`src/rtl/modular_arithmetic_unit_assert.svh`:
```
// Assertion macros for the modular arithmetic unit.
// Included by the top level; expects clk and rst_n in scope.
`ifndef MODULAR_ARITHMETIC_UNIT_ASSERT_SVH
`define MODULAR_ARITHMETIC_UNIT_ASSERT_SVH
`ifndef SYNTH
// same-cycle implication
`define MAU_ASSERT_IMPL(lbl, ante, cons, msg) \
  lbl: assert property (@(posedge clk) disable iff (!rst_n) (ante) |-> (cons)) \
    else $error(msg);
// next-cycle implication
`define MAU_ASSERT_NEXT(lbl, ante, cons, msg) \
  lbl: assert property (@(posedge clk) disable iff (!rst_n) (ante) |=> (cons)) \
    else $error(msg);
`else
`define MAU_ASSERT_IMPL(lbl, ante, cons, msg)
`define MAU_ASSERT_NEXT(lbl, ante, cons, msg)
`endif
`endif

```
`src/rtl/mau_pkg.sv`:
```
// Shared types and constants of the modular arithmetic unit.
// No dependencies; imported by every module of the block.
package mau_pkg;

  localparam int WORD_BITS = 31;
  localparam int CNT_W     = $clog2(WORD_BITS);

  typedef logic [WORD_BITS-1:0] word_t;

  typedef enum logic [2:0] {
    CMD_ADD = 3'd0,
    CMD_SUB = 3'd1,
    CMD_MUL = 3'd2,
    CMD_DIV = 3'd3,
    CMD_INV = 3'd4,
    CMD_EQ  = 3'd5
  } cmd_t;

  typedef enum logic [3:0] {
    S_IDLE,
    S_RED_A,
    S_RED_B,
    S_DISPATCH,
    S_DIV,
    S_MUL,
    S_POW_CHK,
    S_POW_MUL,
    S_POW_SQR,
    S_FINISH
  } state_t;

  // request to a serial unit
  typedef struct packed {
    logic  start;
    word_t opa;
    word_t opb;
  } unit_req_t;

  typedef struct packed {
    logic  done;
    word_t quot;
    word_t rem;
  } div_stat_t;

  typedef struct packed {
    logic  done;
    word_t prod;
  } mul_stat_t;

endpackage

```
`src/rtl/modular_arithmetic_unit.sv`:
```
// Channel   Direction  Handshake          Payload
// in_       input      in_valid/in_stall   in_command, in_operand_a, in_operand_b
// out_      output     out_valid/out_stall out_value, out_is_equal, out_status
// cfg_      input      cfg_wr_en           cfg_wr_data (modulus)
//
// One item at a time. Both operands are reduced by the serial divider, 31 steps
// each; add, subtract and equals then pass S_DISPATCH and S_FINISH, multiply
// and divide (non-zero divisor) take one more serial pass. Inverse runs up to 61
// serial multiplies (30 multiplies, 31 squarings), with an S_POW_CHK pass per
// exponent bit and one more once the exponent is zero. in_stall drops when the
// result is loaded into out_value; a new item can be taken in that same cycle.
// The result register lets the next item be accepted while a result waits on
// out_stall. Reset is synchronous; the modulus resets to 1.
// Depends on mau_pkg, mau_div, mau_mulmod and modular_arithmetic_unit_assert.svh.
`include "modular_arithmetic_unit_assert.svh"
module modular_arithmetic_unit (
  input  logic                  clk,
  input  logic                  rst_n,
  input  logic                  in_valid,
  output logic                  in_stall,
  input  logic [2:0]            in_command,
  input  mau_pkg::word_t        in_operand_a,
  input  mau_pkg::word_t        in_operand_b,
  output logic                  out_valid,
  input  logic                  out_stall,
  output mau_pkg::word_t        out_value,
  output logic                  out_is_equal,
  output logic                  out_status,
  input  logic                  cfg_wr_en,
  input  mau_pkg::word_t        cfg_wr_data
);
  import mau_pkg::*;

  state_t     state_r, state_nxt;
  word_t      mod_r, mod_eff;
  logic [2:0] cmd_r, cmd_nxt;
  word_t      b_r, b_nxt;
  word_t      ar_r, ar_nxt;
  word_t      br_r, br_nxt;
  word_t      e_r, e_nxt;
  word_t      acc_r, acc_nxt;
  word_t      base_r, base_nxt;
  word_t      res_val_r, res_val_nxt;
  logic       res_eq_r, res_eq_nxt;
  logic       res_st_r, res_st_nxt;
  logic       out_valid_r, out_valid_nxt;
  word_t      out_value_r, out_value_nxt;
  logic       out_eq_r, out_eq_nxt;
  logic       out_st_r, out_st_nxt;
  logic       in_take;
  unit_req_t  div_req, mul_req;
  div_stat_t  div_st;
  mul_stat_t  mul_st;

  function automatic word_t add_mod(word_t x, word_t y, word_t m);
    word_t room;
    room = m - y;
    return (x >= room) ? x - room : x + y;
  endfunction

  function automatic word_t sub_mod(word_t x, word_t y, word_t m);
    return (x >= y) ? x - y : x + (m - y);
  endfunction

  assign mod_eff = (mod_r == '0) ? WORD_BITS'(1) : mod_r;
  assign in_stall = (state_r != S_IDLE);
  assign in_take  = in_valid && !in_stall;

  mau_div u_div (
    .clk   (clk),
    .rst_n (rst_n),
    .req   (div_req),
    .stat  (div_st)
  );

  mau_mulmod u_mul (
    .clk     (clk),
    .rst_n   (rst_n),
    .req     (mul_req),
    .modulus (mod_eff),
    .stat    (mul_st)
  );

  // sequencer: next state, unit requests, working registers
  always_comb begin
    state_nxt   = state_r;
    cmd_nxt     = cmd_r;
    b_nxt       = b_r;
    ar_nxt      = ar_r;
    br_nxt      = br_r;
    e_nxt       = e_r;
    acc_nxt     = acc_r;
    base_nxt    = base_r;
    res_val_nxt = res_val_r;
    res_eq_nxt  = res_eq_r;
    res_st_nxt  = res_st_r;
    div_req     = '0;
    mul_req     = '0;
    case (state_r)
      S_IDLE: begin
        if (in_take) begin
          cmd_nxt     = in_command;
          b_nxt       = in_operand_b;
          div_req     = '{start: 1'b1, opa: in_operand_a, opb: mod_eff};
          state_nxt   = S_RED_A;
        end
      end
      S_RED_A: begin
        if (div_st.done) begin
          ar_nxt    = div_st.rem;
          div_req   = '{start: 1'b1, opa: b_r, opb: mod_eff};
          state_nxt = S_RED_B;
        end
      end
      S_RED_B: begin
        if (div_st.done) begin
          br_nxt    = div_st.rem;
          state_nxt = S_DISPATCH;
        end
      end
      S_DISPATCH: begin
        res_val_nxt = '0;
        res_eq_nxt  = 1'b0;
        res_st_nxt  = 1'b0;
        state_nxt   = S_FINISH;
        case (cmd_r)
          CMD_ADD: res_val_nxt = add_mod(ar_r, br_r, mod_eff);
          CMD_SUB: res_val_nxt = sub_mod(ar_r, br_r, mod_eff);
          CMD_MUL: begin
            mul_req   = '{start: 1'b1, opa: ar_r, opb: br_r};
            state_nxt = S_MUL;
          end
          CMD_DIV: begin
            if (b_r == '0) begin
              res_st_nxt = 1'b1;
            end else begin
              div_req   = '{start: 1'b1, opa: ar_r, opb: b_r};
              state_nxt = S_DIV;
            end
          end
          CMD_INV: begin
            e_nxt     = (mod_eff >= WORD_BITS'(2)) ? mod_eff - WORD_BITS'(2) : '0;
            acc_nxt   = (mod_eff == WORD_BITS'(1)) ? '0 : WORD_BITS'(1);
            base_nxt  = ar_r;
            state_nxt = S_POW_CHK;
          end
          CMD_EQ:  res_eq_nxt = (ar_r == br_r);
          default: ;
        endcase
      end
      S_DIV: begin
        if (div_st.done) begin
          res_val_nxt = div_st.quot;
          state_nxt   = S_FINISH;
        end
      end
      S_MUL: begin
        if (mul_st.done) begin
          res_val_nxt = mul_st.prod;
          state_nxt   = S_FINISH;
        end
      end
      // square-and-multiply, exponent bits from LSB
      S_POW_CHK: begin
        if (e_r == '0) begin
          res_val_nxt = acc_r;
          state_nxt   = S_FINISH;
        end else if (e_r[0]) begin
          mul_req   = '{start: 1'b1, opa: acc_r, opb: base_r};
          state_nxt = S_POW_MUL;
        end else begin
          mul_req   = '{start: 1'b1, opa: base_r, opb: base_r};
          state_nxt = S_POW_SQR;
        end
      end
      S_POW_MUL: begin
        if (mul_st.done) begin
          acc_nxt   = mul_st.prod;
          mul_req   = '{start: 1'b1, opa: base_r, opb: base_r};
          state_nxt = S_POW_SQR;
        end
      end
      S_POW_SQR: begin
        if (mul_st.done) begin
          base_nxt  = mul_st.prod;
          e_nxt     = {1'b0, e_r[WORD_BITS-1:1]};
          state_nxt = S_POW_CHK;
        end
      end
      S_FINISH: begin
        if (!out_valid_r || !out_stall) begin
          state_nxt = S_IDLE;
        end
      end
      default: state_nxt = S_IDLE;
    endcase
  end

  // output register
  always_comb begin
    out_valid_nxt = out_valid_r && out_stall;
    out_value_nxt = out_value_r;
    out_eq_nxt    = out_eq_r;
    out_st_nxt    = out_st_r;
    if (state_r == S_FINISH && (!out_valid_r || !out_stall)) begin
      out_valid_nxt = 1'b1;
      out_value_nxt = res_val_r;
      out_eq_nxt    = res_eq_r;
      out_st_nxt    = res_st_r;
    end
  end

  // control state and modulus
  always_ff @(posedge clk) begin
    if (!rst_n) begin
      state_r     <= S_IDLE;
      out_valid_r <= 1'b0;
      mod_r       <= WORD_BITS'(1);
    end else begin
      state_r     <= state_nxt;
      out_valid_r <= out_valid_nxt;
      if (cfg_wr_en) begin
        mod_r <= cfg_wr_data;
      end
    end
  end

  // payload
  always_ff @(posedge clk) begin
    cmd_r       <= cmd_nxt;
    b_r         <= b_nxt;
    ar_r        <= ar_nxt;
    br_r        <= br_nxt;
    e_r         <= e_nxt;
    acc_r       <= acc_nxt;
    base_r      <= base_nxt;
    res_val_r   <= res_val_nxt;
    res_eq_r    <= res_eq_nxt;
    res_st_r    <= res_st_nxt;
    out_value_r <= out_value_nxt;
    out_eq_r    <= out_eq_nxt;
    out_st_r    <= out_st_nxt;
  end

  assign out_valid    = out_valid_r;
  assign out_value    = out_value_r;
  assign out_is_equal = out_eq_r;
  assign out_status   = out_st_r;

  // checks
  `MAU_ASSERT_NEXT(a_busy_after_take, in_take, in_stall, "input not stalled after take")
  `MAU_ASSERT_IMPL(a_units_exclusive, 1'b1, !(div_st.done && mul_st.done), "both units done")
  `MAU_ASSERT_IMPL(a_eq_zero_value, out_valid && out_is_equal, out_value == '0, "equal with value")
  `MAU_ASSERT_IMPL(a_err_clean, out_valid && out_status, out_value == '0 && !out_is_equal, "dirty error")

endmodule

```
`src/rtl/mau_div.sv`:
```
// Bit-serial restoring divider: one quotient bit per cycle.
// Depends on mau_pkg.
module mau_div (
  input  logic               clk,
  input  logic               rst_n,
  input  mau_pkg::unit_req_t req,
  output mau_pkg::div_stat_t stat
);
  import mau_pkg::*;

  logic             busy_r, busy_nxt;
  logic             done_r, done_nxt;
  logic [CNT_W-1:0] cnt_r, cnt_nxt;
  word_t            dq_r, dq_nxt;    // dividend shifts out, quotient shifts in
  word_t            rem_r, rem_nxt;
  word_t            dvs_r, dvs_nxt;
  logic [WORD_BITS:0] trial, diff;
  logic             ge;

  // one restoring step
  always_comb begin
    trial    = {rem_r, dq_r[WORD_BITS-1]};
    diff     = trial - {1'b0, dvs_r};
    ge       = (trial >= {1'b0, dvs_r});
    busy_nxt = busy_r;
    done_nxt = 1'b0;
    cnt_nxt  = cnt_r;
    dq_nxt   = dq_r;
    rem_nxt  = rem_r;
    dvs_nxt  = dvs_r;
    if (req.start) begin
      busy_nxt = 1'b1;
      cnt_nxt  = '0;
      dq_nxt   = req.opa;
      rem_nxt  = '0;
      dvs_nxt  = req.opb;
    end else if (busy_r) begin
      rem_nxt = ge ? diff[WORD_BITS-1:0] : trial[WORD_BITS-1:0];
      dq_nxt  = {dq_r[WORD_BITS-2:0], ge};
      cnt_nxt = cnt_r + CNT_W'(1);
      if (cnt_r == CNT_W'(WORD_BITS - 1)) begin
        busy_nxt = 1'b0;
        done_nxt = 1'b1;
      end
    end
  end

  always_ff @(posedge clk) begin
    if (!rst_n) begin
      busy_r <= 1'b0;
      done_r <= 1'b0;
    end else begin
      busy_r <= busy_nxt;
      done_r <= done_nxt;
    end
  end

  always_ff @(posedge clk) begin
    cnt_r <= cnt_nxt;
    dq_r  <= dq_nxt;
    rem_r <= rem_nxt;
    dvs_r <= dvs_nxt;
  end

  assign stat.done = done_r;
  assign stat.quot = dq_r;
  assign stat.rem  = rem_r;

endmodule

```
`src/rtl/mau_mulmod.sv`:
```
// Bit-serial modular multiplier, multiplier bits taken MSB first.
// Depends on mau_pkg. Operands must be below the modulus.
module mau_mulmod (
  input  logic               clk,
  input  logic               rst_n,
  input  mau_pkg::unit_req_t req,
  input  mau_pkg::word_t     modulus,
  output mau_pkg::mul_stat_t stat
);
  import mau_pkg::*;

  logic             busy_r, busy_nxt;
  logic             done_r, done_nxt;
  logic [CNT_W-1:0] cnt_r, cnt_nxt;
  word_t            acc_r, acc_nxt;
  word_t            x_r, x_nxt;
  word_t            y_r, y_nxt;
  word_t            m_r, m_nxt;
  logic [WORD_BITS:0] dbl, dbl_red, sum, sum_red;

  // acc = 2*acc mod m, then add x mod m when the multiplier bit is set
  always_comb begin
    dbl      = {acc_r, 1'b0};
    dbl_red  = (dbl >= {1'b0, m_r}) ? dbl - {1'b0, m_r} : dbl;
    sum      = dbl_red + {1'b0, x_r};
    sum_red  = (sum >= {1'b0, m_r}) ? sum - {1'b0, m_r} : sum;
    busy_nxt = busy_r;
    done_nxt = 1'b0;
    cnt_nxt  = cnt_r;
    acc_nxt  = acc_r;
    x_nxt    = x_r;
    y_nxt    = y_r;
    m_nxt    = m_r;
    if (req.start) begin
      busy_nxt = 1'b1;
      cnt_nxt  = '0;
      acc_nxt  = '0;
      x_nxt    = req.opa;
      y_nxt    = req.opb;
      m_nxt    = modulus;
    end else if (busy_r) begin
      acc_nxt = y_r[WORD_BITS-1] ? sum_red[WORD_BITS-1:0] : dbl_red[WORD_BITS-1:0];
      y_nxt   = {y_r[WORD_BITS-2:0], 1'b0};
      cnt_nxt = cnt_r + CNT_W'(1);
      if (cnt_r == CNT_W'(WORD_BITS - 1)) begin
        busy_nxt = 1'b0;
        done_nxt = 1'b1;
      end
    end
  end

  always_ff @(posedge clk) begin
    if (!rst_n) begin
      busy_r <= 1'b0;
      done_r <= 1'b0;
    end else begin
      busy_r <= busy_nxt;
      done_r <= done_nxt;
    end
  end

  always_ff @(posedge clk) begin
    cnt_r <= cnt_nxt;
    acc_r <= acc_nxt;
    x_r   <= x_nxt;
    y_r   <= y_nxt;
    m_r   <= m_nxt;
  end

  assign stat.done = done_r;
  assign stat.prod = acc_r;

endmodule
```
`config.mk`:
```
export PLATFORM = sky130hd
export DESIGN_NAME = modular_arithmetic_unit
export DESIGN_NICKNAME = d
export VERILOG_FILES = /design/src/rtl/mau_pkg.sv /design/src/rtl/modular_arithmetic_unit.sv /design/src/rtl/mau_div.sv /design/src/rtl/mau_mulmod.sv
export VERILOG_INCLUDE_DIRS = /design/src /design/src/rtl
export SDC_FILE = /design/constraint.sdc
export NUM_CORES = 2
export LEC_CHECK = 0
export BUFFER_PORTS_ARGS = -buffer_cell sky130_fd_sc_hd__buf_2
export CORE_MARGIN = 8
export CORE_UTILIZATION = 40
export DETAILED_ROUTE_END_ITERATION = 12
export RECOVER_POWER = 50
export SLEW_MARGIN = 20
export SYNTH_ARGS = -nofsm -noshare
export SYNTH_HDL_FRONTEND = slang
export SYNTH_SLANG_ARGS = --single-unit
```
`constraint.sdc`:
```
create_clock -name clk -period 8.9 [get_ports clk]
set_clock_uncertainty 0.1 [all_clocks]
set_input_delay 1.335 -clock clk [delete_from_list [all_inputs] [get_ports clk]]
set_output_delay 1.335 -clock clk [all_outputs]
set_load 0.03 [all_outputs]
```
# ---- After elaboration in Yosys (flattened, before gate mapping)
# Index checks and enable logic that the tools add are counted.
dict set report word_totals {
  regBits 522
  latchBits 0
  ramBits 0
  rom_bits 0
  inputBits 101
  output_inout_bits 35
  wordCells 163
  mem_count 0
}
dict set report classes {
  n_addsub 12
  mul 0
  div_mod_pow 0
  order_cmp 6
  eq_ne 28
  shift 0
  muxes 58
  bitwise 3
  reduce_logical 27
}
# cell n
set ops {}
lappend ops {{two-way mux 31 bit} 18}
lappend ops {{two-way mux 63 bit} 7}
lappend ops {{one-hot mux 63 bit (3 select lines)} 2}
lappend ops {{one-hot mux 31 bit (2 select lines)} 4}
lappend ops {{subtractor 31 bit} 5}
lappend ops {{one-hot mux 31 bit (4 select lines)} 1}
lappend ops {{greater-or-equal comparator 32 x 31 -> 1 bit} 3}
lappend ops {{zero test 31 bit} 3}
lappend ops {{adder 31 bit} 2}
lappend ops {{greater-or-equal comparator 31 bit} 2}
lappend ops {{two-way mux 62 bit} 1}
lappend ops {{two-way mux 4 bit} 11}
lappend ops {{one-hot mux 4 bit (10 select lines)} 1}
lappend ops {{adder 32 x 31 -> 32 bit} 1}
lappend ops {{two-way mux 32 bit} 1}
lappend ops {{subtractor 32 x 31 -> 32 bit} 1}
lappend ops {{equality test 31 x 1 -> 1 bit, second input constant} 1}
lappend ops {{equality test 31 bit} 1}
lappend ops {{greater-or-equal comparator 31 x 2 -> 1 bit, second input constant} 1}
lappend ops {{subtractor 31 x 2 -> 31 bit, second input constant} 1}
lappend ops {{equality test 4 x 3 -> 1 bit, second input constant} 4}
lappend ops {{inequality test 2 x 1 -> 1 bit, second input constant} 7}
lappend ops {{one-hot mux 4 bit (3 select lines)} 1}
lappend ops {{two-way mux 1 bit} 11}
lappend ops {{other kinds (22)} 44}

# ---- Longest topological paths before layout
dict set report logic_depth {
  ltp_word 7
  ltp_mapped 37
  depth_no_buf 33
}

# ---- Hierarchy
# Synthesis repeated with hierarchy kept, for this count alone.
dict set report unflattened {
  hier_cells 4064
  area_unflattened_um2 38355.5
}
# module n_inst cells_each area_per_inst_um2 seq_area_each_um2
set by_module_without_submodules {}
lappend by_module_without_submodules {modular_arithmetic_unit 1 2397 22358.9 8378.0}
lappend by_module_without_submodules {mau_mulmod 1 1086 10157.2 3553.4}
lappend by_module_without_submodules {mau_div 1 581 5839.4 2622.5}

# ---- Worst setup path after synthesis
# No wires, ideal clock.
dict set report synth_timing {
  kind {reg2reg}
  start {register u_mul.acc_r[13]}
  end {register u_mul.acc_r[14]}
  setup_time_ns 0.122
  arrival_time_ns 7.595
  t_required_ns 8.678
  setup_slack_ns 1.084
  stages_incl_launch_ff 32
  path_buffers 3
  period_less_slack_ns 7.816
  cell_sequence {dfxtp_1 -> ha_1 -> and3_1 -> and2_1 -> a221oi_1 -> a2111oi_2 -> a311oi_2 -> clkbuf_1 -> clkbuf_1 -> nor2_1 -> ha_1 -> inv_1 -> fa_1 -> nor2b_1 -> o31a_1 -> or4_1 -> a221oi_1 -> o21ai_0 -> a21boi_0 -> xnor2_1 -> ha_1 -> nand3_1 -> or4_1 -> nor3_1 -> a21oi_1 -> a211oi_1 -> o2111a_1 -> a211oi_2 -> and2_1 -> buf_2 -> mux2_1 -> a221o_1}
}
dict set report synth_via {
  elab_chain_len 6
  word_cells_on_any_way 8
  classes_between {add/sub: 3; order compare: 2; mux: 3}
}
# element line_no
set synth_lines {}
lappend synth_lines {{from (decl)} mau_mulmod.sv:15} ;# word_t acc_r, acc_nxt;
lappend synth_lines {{from (signal assigned)} mau_mulmod.sv:64} ;# acc_r <= acc_nxt;
lappend synth_lines {{subtractor 32 x 31 -> 32 bit / greater-or-equal comparator 32 x 31 -> 1 bit (equally long branches)} mau_mulmod.sv:24} ;# dbl_red = (dbl >= {1'b0, m_r}) ? dbl - {1'b0, m_r} : dbl;
lappend synth_lines {{two-way mux 32 bit *} mau_mulmod.sv:24}
lappend synth_lines {{adder 32 x 31 -> 32 bit} mau_mulmod.sv:25} ;# sum = dbl_red + {1'b0, x_r};
lappend synth_lines {{subtractor 31 bit / greater-or-equal comparator 32 x 31 -> 1 bit (equally long branches)} mau_mulmod.sv:26} ;# sum_red = (sum >= {1'b0, m_r}) ? sum - {1'b0, m_r} : sum;
lappend synth_lines {{two-way mux 31 bit} mau_mulmod.sv:26}
lappend synth_lines {{two-way mux 31 bit *} mau_mulmod.sv:42} ;# acc_nxt = y_r[WORD_BITS-1] ? sum_red[WORD_BITS-1:0] : dbl_red[WORD_BITS-1:0];
# Mark *: on every way between the ends. The rest lies on a longest branch, timed or not.
# A chain may end at the register's enable or synchronous reset.

# ---- Worst setup path in the final report
dict set report layout_timing {
  start {register mod_r[4]}
  end {register res_val_r[2] (data pin)}
}
dict set report layout_via {
  elab_chain_len 7
  word_cells_on_any_way 10
  classes_between {add/sub: 3; order compare: 1; mux: 5; reduce/logical: 1}
}
# element line_no
set layout_lines {}
lappend layout_lines {{from (decl)} modular_arithmetic_unit.sv:35} ;# word_t mod_r, mod_eff;
lappend layout_lines {{from (signal assigned)} modular_arithmetic_unit.sv:223} ;# mod_r <= cfg_wr_data;
lappend layout_lines {{zero test 31 bit} modular_arithmetic_unit.sv:65} ;# assign mod_eff = (mod_r == '0) ? WORD_BITS'(1) : mod_r;
lappend layout_lines {{two-way mux 31 bit *} modular_arithmetic_unit.sv:65}
lappend layout_lines {{subtractor 31 bit *} {modular_arithmetic_unit.sv:57, modular_arithmetic_unit.sv:62}}
lappend layout_lines {{adder 31 bit, or another cell as far along} modular_arithmetic_unit.sv:62} ;# return (x >= y) ? x - y : x + (m - y);
lappend layout_lines {{two-way mux 31 bit, on equally long branches} {modular_arithmetic_unit.sv:62, modular_arithmetic_unit.sv:58}}
lappend layout_lines {{one-hot mux 31 bit (2 select lines) *} modular_arithmetic_unit.sv:126} ;# case (cmd_r)
lappend layout_lines {{one-hot mux 31 bit (4 select lines) *} modular_arithmetic_unit.sv:99} ;# case (state_r)
lappend layout_lines {{net res_val_nxt[2]} modular_arithmetic_unit.sv:43} ;# word_t res_val_r, res_val_nxt;
lappend layout_lines {{to (signal assigned)} modular_arithmetic_unit.sv:237} ;# res_val_r <= res_val_nxt;
lappend layout_lines {{to (decl)} modular_arithmetic_unit.sv:43}
# The timed path passes the listed nets; every way through them passes the cells marked *.

==> results_dict.tcl <==
set metrics [dict create \
    yosysUniqueCellTypes 85 \
    violations "capacitance limit, slew limit" \
    min_path_type "flip-flop to flip-flop" \
    crit_type "flip-flop to flip-flop" \
    holdPathStages 0 \
    r2r_slack_ns 0.33 \
    drive_gt1_frac 0.08766 \
    hold_violations 0 \
    grt_pass1_vias 30922 \
    grt_max_degree 94 \
    nNetsFinal 4505 \
    min_period_over_period 0.9628 \
    cp-start-kind "flip-flop" \
    hpwl_um 107200 \
    clk_pin_slew_worst_paths_ns 0.06 \
    fp.dieW_um 321.6 \
    r2r_cells 33 \
    slew_viol_final 593 \
    drt-initial-drc-count 3624 \
    r2r-end "res_val_r[2]" \
    min_period_ns 8.569 \
    syn-num-nets 4435 \
    worstPathArrival_ns 8.89 \
    io_pins 136 \
    worst_pin_slew_ns 4.563 \
    synth_area_per_cell_um2 9.240 \
    setup_slack_ns 0.3310 \
    totalWireLength_um 142100 \
    dr_wl_met2_um 61600 \
    htree_levels 2 \
    worstSkewPairLatency_ns 0.71 \
    dr_wl_met3_um 13870 \
    required_ns 9.22 \
    routed.top_layer "met5" \
    ys.flop_type "edfxtp_1" \
    dieArea_mm2 0.1034 \
    p_per_area_mw_per_mm2 371.8 \
    crit_start "mod_r[4]" \
    root_buffer "clkbuf_16" \
    cts_tree "done" \
    drv_cap 14 \
    synth-seq-cells 522 \
    overflow 0 \
    seq_area_frac_synth 0.3896 \
    ir_drop_v 0.0003737 \
    start_util 0.4021 \
    place_area_mm2 0.03960 \
    synth_edf_count 410 \
    critPathMaxStageDelay_ns 0.54 \
    syn_area_mm2 0.03736 \
    grt_pass1_wl_um 205400 \
    maxSlewHeadroom -2.074 \
    port_buffers 135 \
    netlist.area_leader.share 0.3296 \
    hp-start "res_val_r[12]" \
    fin_setup_tns_ns 0 \
    num_rows 112 \
    synth.area.top_cells "edfxtp_1 33%, ha_1 9.4%, dfxtp_1 6.0%, xnor2_1 4.7%, a21oi_1 4.1%" \
    place_ws_ns -0.1136 \
    wl_met1_um 58520 \
    synthCells 4043 \
    rsz0062_at_grt "false" \
    drc 0 \
    cts.sinks 522 \
    final_core_util 0.4457 \
    p_leak_nw 16.55 \
    die_h_um 321.6 \
    async_flop_share 0 \
    status "finished, violations left" \
    clock.fmax_mhz 116.7 \
    ctsHoldBuffers 0 \
    layout_commonest_cell "edfxtp_1" \
    yosysTopAreaCell "edfxtp_1" \
    vias 32669 \
    yosys_warnings 0 \
    cpMaxStageDelayCell "or3b_1" \
    setup_viol 0 \
    stdcell_area_mm2 0.04141 \
    end_kind "flip-flop" \
    syn2layout_area_growth_pct 10.84 \
    via_per_inst 6.020 \
    dr.pass1.iters 9 \
    layout_common_cells "410 x edfxtp_1, 308 x a21oi_1, 301 x inv_1, 298 x nand2_1, 282 x ha_1" \
    cts_buffers 60 \
    gp_routability_congestion 1.014 \
    min_to "out_value[12]" \
    crit_fanout 10 \
    antenna_left 0 \
    track_usage 0.2647 \
    wl_per_cell_um 26.18 \
    clk_path_buf_depth 3 \
    rr_startpoint "mod_r[4]" \
    antenna_found_initial 16 \
    core_mm2 0.09291 \
]
## synthesized netlist by cell type, types with 10 or more instances
cell / count
a211oi_1: 35
a21boi_0: 12
a21o_1: 98
a21oi_1: 309
a221oi_1: 11
a222oi_1: 30
a22o_1: 33
a22oi_1: 100
a31oi_1: 73
a32oi_1: 13
and2_1: 44
and3_1: 34
buf_1: 13
clkbuf_1: 214
dfxtp_1: 112
edfxtp_1: 410
ha_1: 282
inv_1: 301
mux2_2: 62
mux2i_1: 87
nand2_1: 298
nand2b_1: 46
nand3_1: 53
nand4_1: 39
nor2_1: 274
nor2b_1: 70
nor3_1: 55
nor4_1: 42
o2111ai_1: 10
o211ai_1: 35
o21a_1: 25
o21ai_0: 224
o21ai_1: 26
o21bai_1: 45
o221ai_1: 10
o22ai_1: 34
o31ai_1: 22
or2_2: 11
or3_1: 17
xnor2_1: 202
xor2_1: 80
## cells by family after synthesis
| kind of cell | synth area share |
|---|---|
| xor+xnor | 0.06611 |
| fa+ha+maj | 0.09927 |
| compound gates | 0.2163 |
| mux | 0.04260 |
| simple gates | 0.1310 |
| flops | 0.3896 |
| buf+inv | 0.05513 |
## worst max-delay path, delay by kind of cell, from the launching register on
family / cells / cell delay (ns)
simple gates: 11 / 3.02
compound gates: 13 / 2.86
buf+inv: 5 / 0.90
mux: 1 / 0.12
flops: 1 / 0.32
fa+ha+maj: 3 / 0.92
## worst max path at each step
stage                            endpoint  cells after the start
final                        res_val_r[2]                     33
after global placement      res_val_r[19]                     32
after floorplan           u_mul.acc_r[14]                     31
after detailed placement    res_val_r[19]                     32
after CTS                    res_val_r[9]                     31
after global routing      u_mul.acc_r[30]                     30
## cell type report
type | instances | area [um^2]
diodes | 9 | 22.52
clock buffers | 81 | 1610
clock inverters | 32 | 349.1
well taps | 1254 | 1569
inverters | 304 | 1141
flip-flops and latches | 522 | 14560
repair buffers | 246 | 1323
multi-input cells | 2979 | 20840
fillers | 9030 | 51500
## report_power, final
group          switching, W  internal, W
registers          0.000450      0.00319
logic               0.00564      0.00362
clock network       0.00110      0.00139
## through the flow
step | hold WS [ns] | std cells | total power, W
5_1_grt | 0.2779 | 5421 | 0.01636
3_3_place_gp | 0.3012 | 5303 | 0.01267
2_1_floorplan | 0.3003 | 4043 | 0.01014
6_report | 0.2659 | 5427 | 0.01540
3_5_place_dp | 0.3045 | 5303 | 0.01270
4_1_cts | 0.2662 | 5416 | 0.01522
## metal layers
metal / global-route usage / up-vias
li1: - / 14974
met3: 0.05626 / 311
met4: 0.1389 / 4
met5: 0 / -
met2: 0.4048 / 1596
met1: 0.3503 / 15784
## repair_timing
item,in CTS,in global routing
gates resized for setup,2,3
pin swaps,0,1
setup endpoints to repair,10,42
setup buffers,0,2
Note: power is estimated with default switching activity, not from simulation.
